$ cat src/rtl/cbsc_pkg.sv
// Shared constants for the convex brush segment clipper.
package cbsc_pkg;
   localparam int NORMAL_BITS = 16;
   localparam int NORMAL_SHIFT = 14;
   localparam int EPS_BITS = 8;
   localparam int KIND_BITS = 2;
   localparam int CSR_INDEX_BITS = 3;

   localparam logic [KIND_BITS-1:0] KIND_SPHERE = 2'd1;
   localparam logic [KIND_BITS-1:0] KIND_BOX = 2'd2;

   localparam logic [CSR_INDEX_BITS-1:0] CSR_TRACE_START = 3'd0;
   localparam logic [CSR_INDEX_BITS-1:0] CSR_TRACE_END = 3'd1;
   localparam logic [CSR_INDEX_BITS-1:0] CSR_BOX_MIN = 3'd2;
   localparam logic [CSR_INDEX_BITS-1:0] CSR_BOX_MAX = 3'd3;
   localparam logic [CSR_INDEX_BITS-1:0] CSR_OBJECT_KIND = 3'd4;
   localparam logic [CSR_INDEX_BITS-1:0] CSR_SPHERE_RADIUS = 3'd5;
   localparam logic [CSR_INDEX_BITS-1:0] CSR_CLIP_EPSILON = 3'd6;

   localparam logic [EPS_BITS-1:0] EPS_RESET = 8'd8;

   typedef struct packed {
      logic push;
      logic full;
   } queue_wr_type;
endpackage

$ cat src/rtl/cbsc_front.sv
// Front end: accepts planes and forms start and end plane distances.
module cbsc_front import cbsc_pkg::*; #(
   parameter int CW = 20,
   parameter int LB = 16,
   parameter int SW = CW + 21
) (
   input  logic                        clock,
   input  logic                        reset,
   input  logic                        req_push,
   output logic                        req_full,
   input  logic                        req_new_trace,
   input  logic signed [NORMAL_BITS-1:0] req_normal_x,
   input  logic signed [NORMAL_BITS-1:0] req_normal_y,
   input  logic signed [NORMAL_BITS-1:0] req_normal_z,
   input  logic signed [CW-1:0]        req_plane_dist,
   input  logic [LB-1:0]               req_leaf_index,
   input  logic                        req_last_side,
   input  logic [3*CW-1:0]             trace_start,
   input  logic [3*CW-1:0]             trace_end,
   input  logic [3*CW-1:0]             box_min,
   input  logic [3*CW-1:0]             box_max,
   input  logic [KIND_BITS-1:0]        object_kind,
   input  logic [CW-2:0]               sphere_radius,
   output queue_wr_type                qw,
   input  logic                        q_full,
   output logic [2*SW+3*NORMAL_BITS+LB+1:0] q_data
);
   localparam logic [1:0] F_IDLE = 2'd0;
   localparam logic [1:0] F_MUL = 2'd1;
   localparam logic [1:0] F_PUSH = 2'd2;

   logic [1:0] state_ff, state_in;
   logic [1:0] axis_ff, axis_in;
   logic signed [SW-1:0] acc_s_ff, acc_s_in, acc_e_ff, acc_e_in;
   logic signed [NORMAL_BITS-1:0] nx_ff, ny_ff, nz_ff, n_sel;
   logic [LB-1:0] leaf_ff;
   logic new_ff, last_ff;
   logic signed [CW-1:0] s_c, e_c, off_c;
   logic signed [CW:0] sum_s, sum_e;
   logic signed [CW+16:0] prod_s, prod_e;
   logic signed [SW-1:0] dterm, rterm;
   logic accept;

   assign accept = req_push && !req_full;
   assign req_full = (state_ff != F_IDLE);

   always_comb begin
      case (axis_ff)
         2'd0: n_sel = nx_ff;
         2'd1: n_sel = ny_ff;
         default: n_sel = nz_ff;
      endcase
      s_c = trace_start[axis_ff*CW +: CW];
      e_c = trace_end[axis_ff*CW +: CW];
      if (object_kind == KIND_BOX) begin
         off_c = n_sel[NORMAL_BITS-1] ? box_max[axis_ff*CW +: CW] : box_min[axis_ff*CW +: CW];
      end else begin
         off_c = '0;
      end
      sum_s = (CW+1)'(s_c) + (CW+1)'(off_c);
      sum_e = (CW+1)'(e_c) + (CW+1)'(off_c);
      prod_s = (CW+17)'(n_sel) * (CW+17)'(sum_s);
      prod_e = (CW+17)'(n_sel) * (CW+17)'(sum_e);
      dterm = SW'(req_plane_dist) <<< NORMAL_SHIFT;
      rterm = (object_kind == KIND_SPHERE) ?
              (SW'($signed({1'b0, sphere_radius})) <<< NORMAL_SHIFT) : '0;
   end

   always_comb begin
      state_in = state_ff;
      axis_in = axis_ff;
      acc_s_in = acc_s_ff;
      acc_e_in = acc_e_ff;
      case (state_ff)
         F_IDLE: begin
            if (accept) begin
               state_in = F_MUL;
               axis_in = '0;
               acc_s_in = -dterm - rterm;
               acc_e_in = -dterm - rterm;
            end
         end
         F_MUL: begin
            acc_s_in = acc_s_ff + SW'(prod_s);
            acc_e_in = acc_e_ff + SW'(prod_e);
            axis_in = axis_ff + 2'd1;
            if (axis_ff == 2'd2) begin
               state_in = F_PUSH;
            end
         end
         F_PUSH: begin
            if (!q_full) begin
               state_in = F_IDLE;
            end
         end
         default: state_in = F_IDLE;
      endcase
   end

   always_ff @(posedge clock) begin
      if (reset) begin
         state_ff <= F_IDLE;
      end else begin
         state_ff <= state_in;
      end
   end

   always_ff @(posedge clock) begin
      axis_ff <= axis_in;
      acc_s_ff <= acc_s_in;
      acc_e_ff <= acc_e_in;
      if (accept) begin
         nx_ff <= req_normal_x;
         ny_ff <= req_normal_y;
         nz_ff <= req_normal_z;
         leaf_ff <= req_leaf_index;
         new_ff <= req_new_trace;
         last_ff <= req_last_side;
      end
   end

   assign qw.push = (state_ff == F_PUSH) && !q_full;
   assign qw.full = q_full;
   assign q_data = {acc_s_ff, acc_e_ff, nx_ff, ny_ff, nz_ff, leaf_ff, new_ff, last_ff};
endmodule

$ cat src/rtl/cbsc_queue.sv
// Two-entry queue between the front end and the back end.
module cbsc_queue import cbsc_pkg::*; #(
   parameter int WIDTH = 8
) (
   input  logic             clock,
   input  logic             reset,
   input  queue_wr_type     qw,
   output logic             full,
   input  logic [WIDTH-1:0] wdata,
   input  logic             pop,
   output logic             empty,
   output logic [WIDTH-1:0] rdata
);
   logic [WIDTH-1:0] mem_ff [2];
   logic wr_ptr_ff, rd_ptr_ff;
   logic [1:0] count_ff;

   assign full = (count_ff == 2'd2);
   assign empty = (count_ff == 2'd0);
   assign rdata = mem_ff[rd_ptr_ff];

   always_ff @(posedge clock) begin
      if (reset) begin
         wr_ptr_ff <= 1'b0;
         rd_ptr_ff <= 1'b0;
         count_ff <= '0;
      end else begin
         if (qw.push) begin
            wr_ptr_ff <= !wr_ptr_ff;
         end
         if (pop && !empty) begin
            rd_ptr_ff <= !rd_ptr_ff;
         end
         count_ff <= count_ff + 2'(qw.push) - 2'(pop && !empty);
      end
   end

   always_ff @(posedge clock) begin
      if (qw.push) begin
         mem_ff[wr_ptr_ff] <= wdata;
      end
   end
endmodule

$ cat src/rtl/cbsc_back.sv
// Back end: fraction divider, brush clipping state and nearest-hit result.
module cbsc_back import cbsc_pkg::*; #(
   parameter int CW = 20,
   parameter int FB = 16,
   parameter int LB = 16,
   parameter int SW = CW + 21
) (
   input  logic                 clock,
   input  logic                 reset,
   input  logic                 q_empty,
   output logic                 q_pop,
   input  logic [2*SW+3*NORMAL_BITS+LB+1:0] q_data,
   input  logic [EPS_BITS-1:0]  clip_epsilon,
   output logic                 rsp_empty,
   input  logic                 rsp_pop,
   output logic [FB:0]          rsp_hit_fraction,
   output logic signed [NORMAL_BITS-1:0] rsp_hit_normal_x,
   output logic signed [NORMAL_BITS-1:0] rsp_hit_normal_y,
   output logic signed [NORMAL_BITS-1:0] rsp_hit_normal_z,
   output logic [LB-1:0]        rsp_hit_leaf,
   output logic                 rsp_start_outside,
   output logic                 rsp_all_solid,
   output logic                 rsp_hit_updated
);
   localparam int DVW = SW + 2;
   localparam int CNTW = $clog2(FB);
   localparam logic [2:0] B_IDLE = 3'd0;
   localparam logic [2:0] B_EVAL = 3'd1;
   localparam logic [2:0] B_DIV = 3'd2;
   localparam logic [2:0] B_UPD = 3'd3;
   localparam logic [2:0] B_FIN = 3'd4;
   localparam logic [FB:0] ONE_U = (FB+1)'(1) << FB;
   localparam logic signed [FB+1:0] ONE_S = (FB+2)'(1) << FB;

   logic [2:0] state_ff;
   logic signed [SW-1:0] sd_ff, ed_ff, q_sd, q_ed;
   logic signed [NORMAL_BITS-1:0] n_ff [3];
   logic signed [NORMAL_BITS-1:0] q_n [3];
   logic [LB-1:0] leaf_ff, q_leaf;
   logic last_ff, q_new, q_last;

   logic [FB:0] best_ff, best_in;
   logic signed [NORMAL_BITS-1:0] best_n_ff [3];
   logic [LB-1:0] best_leaf_ff;
   logic start_out_ff, start_out_in, solid_ff, solid_in, upd_in;
   logic signed [FB+1:0] enter_ff, exit_ff;
   logic starts_ff, ends_ff, rejected_ff;
   logic signed [NORMAL_BITS-1:0] cand_ff [3];

   logic [DVW-1:0] rem_ff, den_ff;
   logic [FB-1:0] quo_ff;
   logic [CNTW-1:0] cnt_ff;
   logic neg_ff, entering_ff, sat_ff, zero_ff;

   logic signed [DVW-1:0] num_c, den_c, eps_c;
   logic [DVW-1:0] un_c, ud_c;
   logic [DVW:0] rem2_c;
   logic rem_ge_c;
   logic [FB:0] mag_c;
   logic signed [FB+1:0] f_c;
   logic sp_c, ep_c, take_c;

   logic out_valid_ff;
   logic [FB:0] o_frac_ff;
   logic signed [NORMAL_BITS-1:0] o_n_ff [3];
   logic [LB-1:0] o_leaf_ff;
   logic o_so_ff, o_solid_ff, o_upd_ff;
   logic fin_go;

   assign {q_sd, q_ed, q_n[0], q_n[1], q_n[2], q_leaf, q_new, q_last} = q_data;
   assign q_pop = (state_ff == B_IDLE) && !q_empty;

   always_comb begin
      sp_c = (sd_ff > 0);
      ep_c = (ed_ff > 0);
      eps_c = DVW'($signed({1'b0, clip_epsilon})) <<< NORMAL_SHIFT;
      num_c = (sd_ff > ed_ff) ? (DVW'(sd_ff) - eps_c) : (DVW'(sd_ff) + eps_c);
      den_c = DVW'(sd_ff) - DVW'(ed_ff);
      un_c = num_c[DVW-1] ? DVW'(-num_c) : DVW'(num_c);
      ud_c = den_c[DVW-1] ? DVW'(-den_c) : DVW'(den_c);
      rem2_c = {rem_ff, 1'b0};
      rem_ge_c = (rem2_c >= {1'b0, den_ff});
      mag_c = sat_ff ? ONE_U : (zero_ff ? '0 : {1'b0, quo_ff});
      f_c = neg_ff ? -$signed({1'b0, mag_c}) : $signed({1'b0, mag_c});
   end

   always_comb begin
      best_in = best_ff;
      start_out_in = start_out_ff;
      solid_in = solid_ff;
      upd_in = 1'b0;
      take_c = 1'b0;
      if (!rejected_ff) begin
         if (!starts_ff) begin
            start_out_in = 1'b0;
            if (!ends_ff) begin
               solid_in = 1'b1;
            end
         end else if (enter_ff < exit_ff && enter_ff > -ONE_S &&
                      enter_ff < $signed({1'b0, best_ff})) begin
            best_in = enter_ff[FB+1] ? '0 : enter_ff[FB:0];
            upd_in = 1'b1;
            take_c = 1'b1;
         end
      end
   end

   assign fin_go = (state_ff == B_FIN) && last_ff && (!out_valid_ff || rsp_pop);

   always_ff @(posedge clock) begin
      if (reset) begin
         state_ff <= B_IDLE;
         out_valid_ff <= 1'b0;
         best_ff <= ONE_U;
         best_leaf_ff <= '0;
         start_out_ff <= 1'b1;
         solid_ff <= 1'b0;
         enter_ff <= -ONE_S;
         exit_ff <= ONE_S;
         starts_ff <= 1'b0;
         ends_ff <= 1'b0;
         rejected_ff <= 1'b0;
         for (int i = 0; i < 3; i++) begin
            best_n_ff[i] <= '0;
            cand_ff[i] <= '0;
         end
      end else begin
         if (fin_go) begin
            out_valid_ff <= 1'b1;
         end else if (rsp_pop && out_valid_ff) begin
            out_valid_ff <= 1'b0;
         end
         case (state_ff)
            B_IDLE: begin
               if (!q_empty) begin
                  if (q_new) begin
                     best_ff <= ONE_U;
                     best_leaf_ff <= '0;
                     start_out_ff <= 1'b1;
                     solid_ff <= 1'b0;
                     enter_ff <= -ONE_S;
                     exit_ff <= ONE_S;
                     starts_ff <= 1'b0;
                     ends_ff <= 1'b0;
                     rejected_ff <= 1'b0;
                     for (int i = 0; i < 3; i++) begin
                        best_n_ff[i] <= '0;
                        cand_ff[i] <= '0;
                     end
                  end
                  state_ff <= B_EVAL;
               end
            end
            B_EVAL: begin
               if (!rejected_ff && (sp_c ^ ep_c)) begin
                  state_ff <= (ud_c == '0 || un_c >= ud_c) ? B_UPD : B_DIV;
               end else begin
                  state_ff <= B_FIN;
               end
               if (!rejected_ff) begin
                  if (sp_c) begin
                     starts_ff <= 1'b1;
                  end
                  if (ep_c) begin
                     ends_ff <= 1'b1;
                  end
                  if (sp_c && ep_c) begin
                     rejected_ff <= 1'b1;
                  end
               end
            end
            B_DIV: begin
               if (cnt_ff == CNTW'(FB - 1)) begin
                  state_ff <= B_UPD;
               end
            end
            B_UPD: begin
               if (entering_ff && f_c > enter_ff) begin
                  enter_ff <= f_c;
                  for (int i = 0; i < 3; i++) begin
                     cand_ff[i] <= n_ff[i];
                  end
               end
               if (!entering_ff && f_c < exit_ff) begin
                  exit_ff <= f_c;
               end
               state_ff <= B_FIN;
            end
            B_FIN: begin
               if (!last_ff) begin
                  state_ff <= B_IDLE;
               end else if (fin_go) begin
                  best_ff <= best_in;
                  start_out_ff <= start_out_in;
                  solid_ff <= solid_in;
                  if (take_c) begin
                     best_leaf_ff <= leaf_ff;
                     for (int i = 0; i < 3; i++) begin
                        best_n_ff[i] <= cand_ff[i];
                     end
                  end
                  enter_ff <= -ONE_S;
                  exit_ff <= ONE_S;
                  starts_ff <= 1'b0;
                  ends_ff <= 1'b0;
                  rejected_ff <= 1'b0;
                  for (int i = 0; i < 3; i++) begin
                     cand_ff[i] <= '0;
                  end
                  state_ff <= B_IDLE;
               end
            end
            default: state_ff <= B_IDLE;
         endcase
      end
   end

   always_ff @(posedge clock) begin
      if (q_pop) begin
         sd_ff <= q_sd;
         ed_ff <= q_ed;
         leaf_ff <= q_leaf;
         last_ff <= q_last;
         for (int i = 0; i < 3; i++) begin
            n_ff[i] <= q_n[i];
         end
      end
      if (state_ff == B_EVAL) begin
         entering_ff <= (sd_ff > ed_ff);
         neg_ff <= num_c[DVW-1] ^ den_c[DVW-1];
         sat_ff <= (ud_c != '0) && (un_c >= ud_c);
         zero_ff <= (ud_c == '0);
         rem_ff <= un_c;
         den_ff <= ud_c;
         quo_ff <= '0;
         cnt_ff <= '0;
      end else if (state_ff == B_DIV) begin
         rem_ff <= rem_ge_c ? DVW'(rem2_c - {1'b0, den_ff}) : DVW'(rem2_c);
         quo_ff <= {quo_ff[FB-2:0], rem_ge_c};
         cnt_ff <= cnt_ff + CNTW'(1);
      end
      if (fin_go) begin
         o_frac_ff <= best_in;
         o_leaf_ff <= take_c ? leaf_ff : best_leaf_ff;
         for (int i = 0; i < 3; i++) begin
            o_n_ff[i] <= take_c ? cand_ff[i] : best_n_ff[i];
         end
         o_so_ff <= start_out_in;
         o_solid_ff <= solid_in;
         o_upd_ff <= upd_in;
      end
   end

   assign rsp_empty = !out_valid_ff;
   assign rsp_hit_fraction = o_frac_ff;
   assign rsp_hit_normal_x = o_n_ff[0];
   assign rsp_hit_normal_y = o_n_ff[1];
   assign rsp_hit_normal_z = o_n_ff[2];
   assign rsp_hit_leaf = o_leaf_ff;
   assign rsp_start_outside = o_so_ff;
   assign rsp_all_solid = o_solid_ff;
   assign rsp_hit_updated = o_upd_ff;
endmodule

$ cat src/rtl/convex_brush_segment_clip_core.sv
// Convex brush segment clipper top level: registers, front end, queue, back end.
// Planes enter one per transaction; the front end takes each plane through the accept,
// one multiply-accumulate per axis, then the queue write, and holds req_full until then.
// The back end evaluates each plane and, for a plane that splits the segment, runs its
// one-bit-per-cycle restoring divider before the update; it skips the divider when the
// fraction saturates, and the update too for a plane that does not split it. A result
// appears on the last plane of each brush and waits in an output register while the next
// planes are taken in; the back end holds the following result until that register is popped.
module convex_brush_segment_clip_core import cbsc_pkg::*; #(
   parameter int COORD_WIDTH = 20,
   parameter int FRACTION_BITS = 16,
   parameter int LEAF_BITS = 16
) (
   input  logic                         clock,
   input  logic                         reset,
   input  logic                         req_push,
   output logic                         req_full,
   input  logic                         req_new_trace,
   input  logic signed [NORMAL_BITS-1:0] req_normal_x,
   input  logic signed [NORMAL_BITS-1:0] req_normal_y,
   input  logic signed [NORMAL_BITS-1:0] req_normal_z,
   input  logic signed [COORD_WIDTH-1:0] req_plane_dist,
   input  logic [LEAF_BITS-1:0]         req_leaf_index,
   input  logic                         req_last_side,
   output logic                         rsp_empty,
   input  logic                         rsp_pop,
   output logic [FRACTION_BITS:0]       rsp_hit_fraction,
   output logic signed [NORMAL_BITS-1:0] rsp_hit_normal_x,
   output logic signed [NORMAL_BITS-1:0] rsp_hit_normal_y,
   output logic signed [NORMAL_BITS-1:0] rsp_hit_normal_z,
   output logic [LEAF_BITS-1:0]         rsp_hit_leaf,
   output logic                         rsp_start_outside,
   output logic                         rsp_all_solid,
   output logic                         rsp_hit_updated,
   input  logic                         csr_we,
   input  logic [CSR_INDEX_BITS-1:0]    csr_index,
   input  logic [3*COORD_WIDTH-1:0]     csr_wdata
);
   localparam int SW = COORD_WIDTH + 21;
   localparam int QW = 2*SW + 3*NORMAL_BITS + LEAF_BITS + 2;

   logic [3*COORD_WIDTH-1:0] start_ff, end_ff, bmin_ff, bmax_ff;
   logic [KIND_BITS-1:0] kind_ff;
   logic [COORD_WIDTH-2:0] radius_ff;
   logic [EPS_BITS-1:0] eps_ff;
   queue_wr_type qw;
   logic q_full, q_empty, q_pop;
   logic [QW-1:0] q_wdata, q_rdata;

   always_ff @(posedge clock) begin
      if (reset) begin
         start_ff <= '0;
         end_ff <= '0;
         bmin_ff <= '0;
         bmax_ff <= '0;
         kind_ff <= '0;
         radius_ff <= '0;
         eps_ff <= EPS_RESET;
      end else if (csr_we) begin
         case (csr_index)
            CSR_TRACE_START: start_ff <= csr_wdata;
            CSR_TRACE_END: end_ff <= csr_wdata;
            CSR_BOX_MIN: bmin_ff <= csr_wdata;
            CSR_BOX_MAX: bmax_ff <= csr_wdata;
            CSR_OBJECT_KIND: kind_ff <= csr_wdata[KIND_BITS-1:0];
            CSR_SPHERE_RADIUS: radius_ff <= csr_wdata[COORD_WIDTH-2:0];
            CSR_CLIP_EPSILON: eps_ff <= csr_wdata[EPS_BITS-1:0];
            default: ;
         endcase
      end
   end

   cbsc_front #(.CW(COORD_WIDTH), .LB(LEAF_BITS), .SW(SW)) u_front (
      .clock(clock), .reset(reset),
      .req_push(req_push), .req_full(req_full), .req_new_trace(req_new_trace),
      .req_normal_x(req_normal_x), .req_normal_y(req_normal_y),
      .req_normal_z(req_normal_z), .req_plane_dist(req_plane_dist),
      .req_leaf_index(req_leaf_index), .req_last_side(req_last_side),
      .trace_start(start_ff), .trace_end(end_ff), .box_min(bmin_ff),
      .box_max(bmax_ff), .object_kind(kind_ff), .sphere_radius(radius_ff),
      .qw(qw), .q_full(q_full), .q_data(q_wdata)
   );

   cbsc_queue #(.WIDTH(QW)) u_queue (
      .clock(clock), .reset(reset), .qw(qw), .full(q_full), .wdata(q_wdata),
      .pop(q_pop), .empty(q_empty), .rdata(q_rdata)
   );

   cbsc_back #(.CW(COORD_WIDTH), .FB(FRACTION_BITS), .LB(LEAF_BITS), .SW(SW)) u_back (
      .clock(clock), .reset(reset),
      .q_empty(q_empty), .q_pop(q_pop), .q_data(q_rdata), .clip_epsilon(eps_ff),
      .rsp_empty(rsp_empty), .rsp_pop(rsp_pop), .rsp_hit_fraction(rsp_hit_fraction),
      .rsp_hit_normal_x(rsp_hit_normal_x), .rsp_hit_normal_y(rsp_hit_normal_y),
      .rsp_hit_normal_z(rsp_hit_normal_z), .rsp_hit_leaf(rsp_hit_leaf),
      .rsp_start_outside(rsp_start_outside), .rsp_all_solid(rsp_all_solid),
      .rsp_hit_updated(rsp_hit_updated)
   );
endmodule

$ cat config.mk
export PLATFORM = sky130hd
export DESIGN_NAME = convex_brush_segment_clip_core
export DESIGN_NICKNAME = d
export VERILOG_FILES = /design/src/rtl/cbsc_pkg.sv /design/src/rtl/cbsc_front.sv /design/src/rtl/cbsc_queue.sv /design/src/rtl/cbsc_back.sv /design/src/rtl/convex_brush_segment_clip_core.sv
export SDC_FILE = /design/constraint.sdc
export NUM_CORES = 2
export LEC_CHECK = 0
export BUFFER_PORTS_ARGS = -buffer_cell sky130_fd_sc_hd__buf_4
export CAP_MARGIN = 10
export CORE_MARGIN = 2
export CORE_UTILIZATION = 66
export CTS_BUF_LIST = sky130_fd_sc_hd__clkbuf_8
export DETAILED_ROUTE_END_ITERATION = 10
export HOLD_SLACK_MARGIN = 0.1
export PLACE_DENSITY_LB_ADDON = 0.3
export SKIP_CTS_REPAIR_TIMING = 1
export SYNTH_ARGS = -nofsm -noshare
export SYNTH_HDL_FRONTEND = slang
export SYNTH_HIERARCHICAL = 1
export SYNTH_SLANG_ARGS = --single-unit
$ cat constraint.sdc
create_clock -name clock -period 30.5 [get_ports clock]
set_input_delay 3.05 -clock clock [delete_from_list [all_inputs] [get_ports clock]]
set_output_delay 3.05 -clock clock [all_outputs]
set_load 0.1 [all_outputs]
* After elaboration in Yosys (flattened, before gate mapping)
Memories as Yosys holds them, arrays and structs flattened. A register that Yosys moved wholly into a read port is not among the register bits. Index checks and enable logic that the tools add are counted.
Word-level totals: memories 5, word-level logic and storage cells 324, bits in writable memories 488, input bits 154, flip-flop bits (word level) 748, output and inout port bits 86
Memories:
- u_queue.mem_ff | depth 2, width 148, read ports 1, clocked after memory_dff 1, wr ports 1, line cbsc_queue.sv:14 | logic [WIDTH-1:0] mem_ff [2];
- u_back.best_n_ff | depth 3, width 16, read ports 3, clocked after memory_dff 0, wr ports 3, line cbsc_back.sv:43 | logic signed [NORMAL_BITS-1:0] best_n_ff [3];
- u_back.cand_ff | depth 3, width 16, read ports 3, clocked after memory_dff 0, wr ports 3, line cbsc_back.sv:48 | logic signed [NORMAL_BITS-1:0] cand_ff [3];
- u_back.n_ff | depth 3, width 16, read ports 3, clocked after memory_dff 0, wr ports 3, line cbsc_back.sv:37 | logic signed [NORMAL_BITS-1:0] n_ff [3];
- u_back.o_n_ff | depth 3, width 16, read ports 3, clocked after memory_dff 0, wr ports 3, line cbsc_back.sv:65 | logic signed [NORMAL_BITS-1:0] o_n_ff [3];
Operators by class: shift operators 4, mux-type cells 134, add/sub/neg operators 17, magnitude comparators 10, $mul 3, bitwise gates (word level) 17, equal/unequal tests 32, reduce and logical (&&, ||, !) cells 54
Operators by type and width (number):
- $mux 16 | 24
- $mux 43 | 6
- $shiftx 60x8->20 | 4
- $mux 18 | 11
- $pmux 41 s2 | 2
- $mux 17 | 9
- $pmux 18 s3 | 2
- $neg 43->43 | 2
- $add 41x37->41 | 2
- $gt 41x1->1 const B | 2
- $mul 16x21->37 | 2
- $pmux 16 s2 | 2
- $mux 1 | 56
- $lt 18x18->1 | 3
- $ge 44x43->1 | 1
- $ge 43x43->1 | 1
- $logic_not 43->1 | 1
- $reduce_bool 43->1 | 1
- $sub 43x43->43 | 1
- $add 20x20->21 | 2
- $add 41x23->42 | 1
- $sub 41x23->42 | 1
- $sub 41x41->42 | 1
- $gt 41x41->1 | 1
- 44 further kinds | 133

* Depth between registers and ports, before layout
depth after elaboration 13, depth in mapped cells 53, depth with buffers taken out 46

* Hierarchy
Netlist, hierarchy kept.
By module, submodules not included:
- cbsc_front | cells an instance 4235, times used 1, area an instance 39061.2 sq um, sequential area each 4544.4 sq um
- cbsc_back | cells an instance 3030, times used 1, area an instance 31383.8 sq um, sequential area each 14483.9 sq um
- cbsc_queue | cells an instance 483, times used 1, area an instance 10955.5 sq um, sequential area each 8988.6 sq um
- convex_brush_segment_clip_core | cells an instance 945, times used 1, area an instance 10555.1 sq um, sequential area each 5385.2 sq um

* Worst setup path after synthesis
No wires, ideal clock.
kind reg2reg, from reg u_back.state_ff[1], to reg u_queue.count_ff[1], library setup time 0.064 ns, cell stages (with the launch flop) 9, path slack 14.244 ns, clock period less this slack 16.256 ns, data required time 30.436 ns, buffers on the path 1, data arrival time 16.192 ns, cell sequence dfxtp_1 > clkbuf_1 > nor4_1 > o21a_1 > ha_1 > inv_1 > ha_1 > xnor3_1 > nor2_1
Between the ends: word-level cells in the longest chain between the ends 4
Ends and longest elaborated chain:
- from (decl) | line cbsc_back.sv:35 | logic [2:0] state_ff;
- from (signal assigned) | line cbsc_back.sv:156 | state_ff <= (ud_c == '0 || un_c >= ud_c) ? B_UPD : B_DIV;
- $logic_not 3->1 | line cbsc_back.sv:71 | assign q_pop = (state_ff == B_IDLE) && !q_empty;
- $logic_and 1x1->1 | line cbsc_back.sv:71
- via q_pop | line convex_brush_segment_clip_core.sv:47 | logic q_full, q_empty, q_pop;
- $logic_and 1x1->1 | line cbsc_queue.sv:34 | count_ff <= count_ff + 2'(qw.push) - 2'(pop && !empty);
- $sub 2x1->2 | line cbsc_queue.sv:34
- to (signal assigned) | line cbsc_queue.sv:34
- to (decl) | line cbsc_queue.sv:16 | logic [1:0] count_ff;
The timed path passes the listed nets, and every way through them passes these cells. A chain may end at the register's enable or synchronous reset.

* Worst setup path in the final report
from reg u_front.axis_ff[0], to reg u_front.acc_s_ff[40] (data pin)
Between the ends: word-level cells in the longest chain between the ends 8, elaborated cells on any way between the ends 13, those cells by class add/sub (2); mul (2); eq/ne (1); shift (3); mux (4); reduce/logical (1)
Ends and longest elaborated chain:
- from (decl) | line cbsc_front.sv:33 | logic [1:0] axis_ff, axis_in;
- from (signal assigned) | line cbsc_front.sv:109 | axis_ff <= axis_in;
- $mul 2x3->5 (tied with other cells) | line cbsc_front.sv:53, cbsc_front.sv:56
- $shiftx 60x8->20 or $pmux 16 s2 (tied branches) | line cbsc_front.sv:56, cbsc_front.sv:48
- $mux 20 | line cbsc_front.sv:56 | off_c = n_sel[NORMAL_BITS-1] ? box_max[axis_ff*CW +: CW] : box_min[axis_ff*CW +: CW];
- $mux 20 | line cbsc_front.sv:55 | if (object_kind == KIND_BOX) begin
- $add 20x20->21 | line cbsc_front.sv:60 | sum_s = (CW+1)'(s_c) + (CW+1)'(off_c);
- $mul 16x21->37 (*) | line cbsc_front.sv:62 | prod_s = (CW+17)'(n_sel) * (CW+17)'(sum_s);
- $add 41x37->41 (*) | line cbsc_front.sv:84 | acc_s_in = acc_s_ff + SW'(prod_s);
- $pmux 41 s2 (*) | line cbsc_front.sv:74 | case (state_ff)
- via u_front.acc_s_in[40] | line cbsc_front.sv:34 | logic signed [SW-1:0] acc_s_ff, acc_s_in, acc_e_ff, acc_e_in;
- to (signal assigned) | line cbsc_front.sv:110 | acc_s_ff <= acc_s_in;
- to (decl) | line cbsc_front.sv:34
The timed path passes the listed nets; every way through them passes the cells marked *.

==> results_dict.tcl <==
set metrics [dict create \
    fin_crit_ns 15.11 \
    fin_setup_tns_ns 0 \
    leakage_uw 0.0440 \
    grt_max_degree 226 \
    cap_violations 0 \
    antenna_found_initial 17 \
    drt-total-wl_mm 254 \
    crit_required_ns 31.12 \
    insertion_delay_ns 0.97 \
    clkTransAtPathRegs_ns 0.07 \
    coreArea_um2 138000 \
    end_kind "register" \
    routed_via_density 6.11 \
    pwr-share-seq_pct 31.4 \
    cts_made_buffers 198 \
    die_w_um 377 \
    cp-start-kind "register" \
    tightest_slew_ns 1.37 \
    die-area_um2 142000 \
    drc 0 \
    dpl.hpwl_mm 190 \
    initial_core_util_pct 66.7 \
    met3_usage_pct 7.94 \
    port_buffers 239 \
    hp-class "register to register" \
    multiInputGateArea_um2 52700 \
    post-place-ws_ns 15.87 \
    num_io_pins 240 \
    p_per_area_nw_per_um2 65.0 \
    cts-root-buf "clkbuf_8" \
    cp_top_family "compound AO/OA/AOI/OAI gates" \
    grt_util_met2_pct 59.2 \
    critPathSlowestCell "a211oi_1" \
    clockBufferDepth 3 \
    arrival_ns 15.73 \
    cts_sinks 1237 \
    drt_iter0_markers 6152 \
    wl_per_cell_um 23.4 \
    synthCells 8692 \
    seq_area_um2 33400 \
    die_h_um 377 \
    top_usage_layer "met2" \
    nFillCells 9595 \
    grt_pass1_vias 68800 \
    path_class "register to register" \
    finalCritPeriodShare_pct 49.5 \
    hold_violations 0 \
    first_pass_iters 6 \
    setup_violations 0 \
    fmax_mhz 66.2 \
    met1_usage_pct 44.5 \
    drtAntennaViolNets 0 \
    worst_hold_slack_ns 0.426 \
    htreeDepth 4 \
    crit_fanout 74 \
    cp_common_cell "inv_1" \
    status "completed" \
    area_delta_synth_final_pct 8.57 \
    peakVddDrop_v 0.0000677 \
    comb_power_share_pct 45.2 \
    fin_nets 10400 \
    avgSynthCellArea_um2 10.6 \
    rsz0062_at_grt "false" \
    globalRouteOverflowTotal 0 \
    gp_congestion 1.02 \
    fin_ws_ns 15.39 \
    pwr-share-clk_pct 23.4 \
    slew_headroom_pct 8.42 \
    final_max_slew_viol_count 0 \
    sw_frac_of_total_pct 40.0 \
    switchingPower_uw 2600 \
    fin_skew_ns 0.0697 \
    synth-warning-count 6 \
    final_layout_size_suffix_gt1_share_pct 11.1 \
    grt_pass1_wl_mm 391 \
    dp_cells 10500 \
    row_count 136 \
    syn_area_um2 91900 \
    cpPeakStageDelay_ns 0.95 \
    intPower_uw 3890 \
    grt_use_total_pct 36.2 \
    cts_tree "built" \
    vias 66400 \
    crit_buf_inv 9 \
    final_cells 10900 \
]
[power by group through the flow]
stage          Combinational [uW]  Clock [uW]  Sequential (uW)
3_5_place_dp                 2850           0             2070
2_1_floorplan                2140           0             2020
6_report                     2940        1520             2040
4_1_cts                      2870        1540             2030
5_1_grt                      3260        1610             2040
3_3_place_gp                 2740           0             2060
[through the flow]
step                      utilization, %  cell area [um^2]  total power [uW]
after CTS                           72.4             99800              6450
final                               72.4             99800              6490
after global placement              69.3             95500              4800
after floorplan                        -             92000              4150
after detailed placement            69.3             95500              4920
after global routing                72.4             99800              6910
[layer usage]
| layer | share of wire, % | vias to the layer above |
|---|---|---|
| met2 | 47 | 3021 |
| met4 | 6.2 | 8 |
| li1 | - | 29800 |
| met5 | 0.022 | - |
| met3 | 8.2 | 829 |
| met1 | 38 | 32700 |
[worst reg2reg max path: cells and delay by family (launching register included)]
family / cells / cell delay (ns)
compound gates: 15 / 5.40
fa+ha+maj: 9 / 4.22
buf+inv: 9 / 2.11
simple gates: 7 / 1.10
xor+xnor: 2 / 0.98
mux: 1 / 0.62
flops: 1 / 0.33
[sequential cells by signal, summed over array words and instances, names as in the netlist, 17 cells and up, named ones only]
name and cells:
u_queue/mem_ff 296, bmax_ff 60, bmin_ff 60, end_ff 60, start_ff 60, u_back/best_n_ff 48, u_back/cand_ff 48, u_back/n_ff 48
u_back/o_n_ff 48, u_back/den_ff 43, u_back/rem_ff 43, u_back/ed_ff 41, u_back/sd_ff 41, u_front/acc_e_ff 41, u_front/acc_s_ff 41, radius_ff 19
u_back/enter_ff 18, u_back/exit_ff 18, u_back/best_ff 17, u_back/rsp_hit_fraction 17
[cell type report]
type | instances | share of cell area, %
Clock inverter | 148 | 1.29
Sequential cell | 1237 | 33.5
Inverter | 1219 | 4.59
Tap cell | 1794 | 2.25
Multi-Input combinational cell | 5890 | 52.8
Clock buffer | 218 | 3.01
Timing Repair Buffer | 344 | 2.62
Antenna cell | 14 | 0.0351
[final timing paths]
kind,slack (ns),start,cells past startpoint,endpoint
max reg2reg,15.39,u_front/axis_ff[0],43,u_front/acc_s_ff[40]
max,15.39,u_front/axis_ff[0],43,u_front/acc_s_ff[40]
min reg2reg,0.43,u_front/leaf_ff[13],0,u_queue/mem_ff[1][15]
min,0.43,u_front/leaf_ff[13],0,u_queue/mem_ff[1][15]
[cell usage in the layout, fill, tap and decap left out, types with 341 or more instances in the layout]
cell / n
nand2b_1: 377
buf_4: 341
nand2_1: 683
ha_1: 539
mux2i_1: 350
edfxtp_1: 863
nor2_1: 552
dfxtp_1: 373
fa_1: 781
inv_1: 1270
No activity file was read; power rests on OpenSTA's default activity.
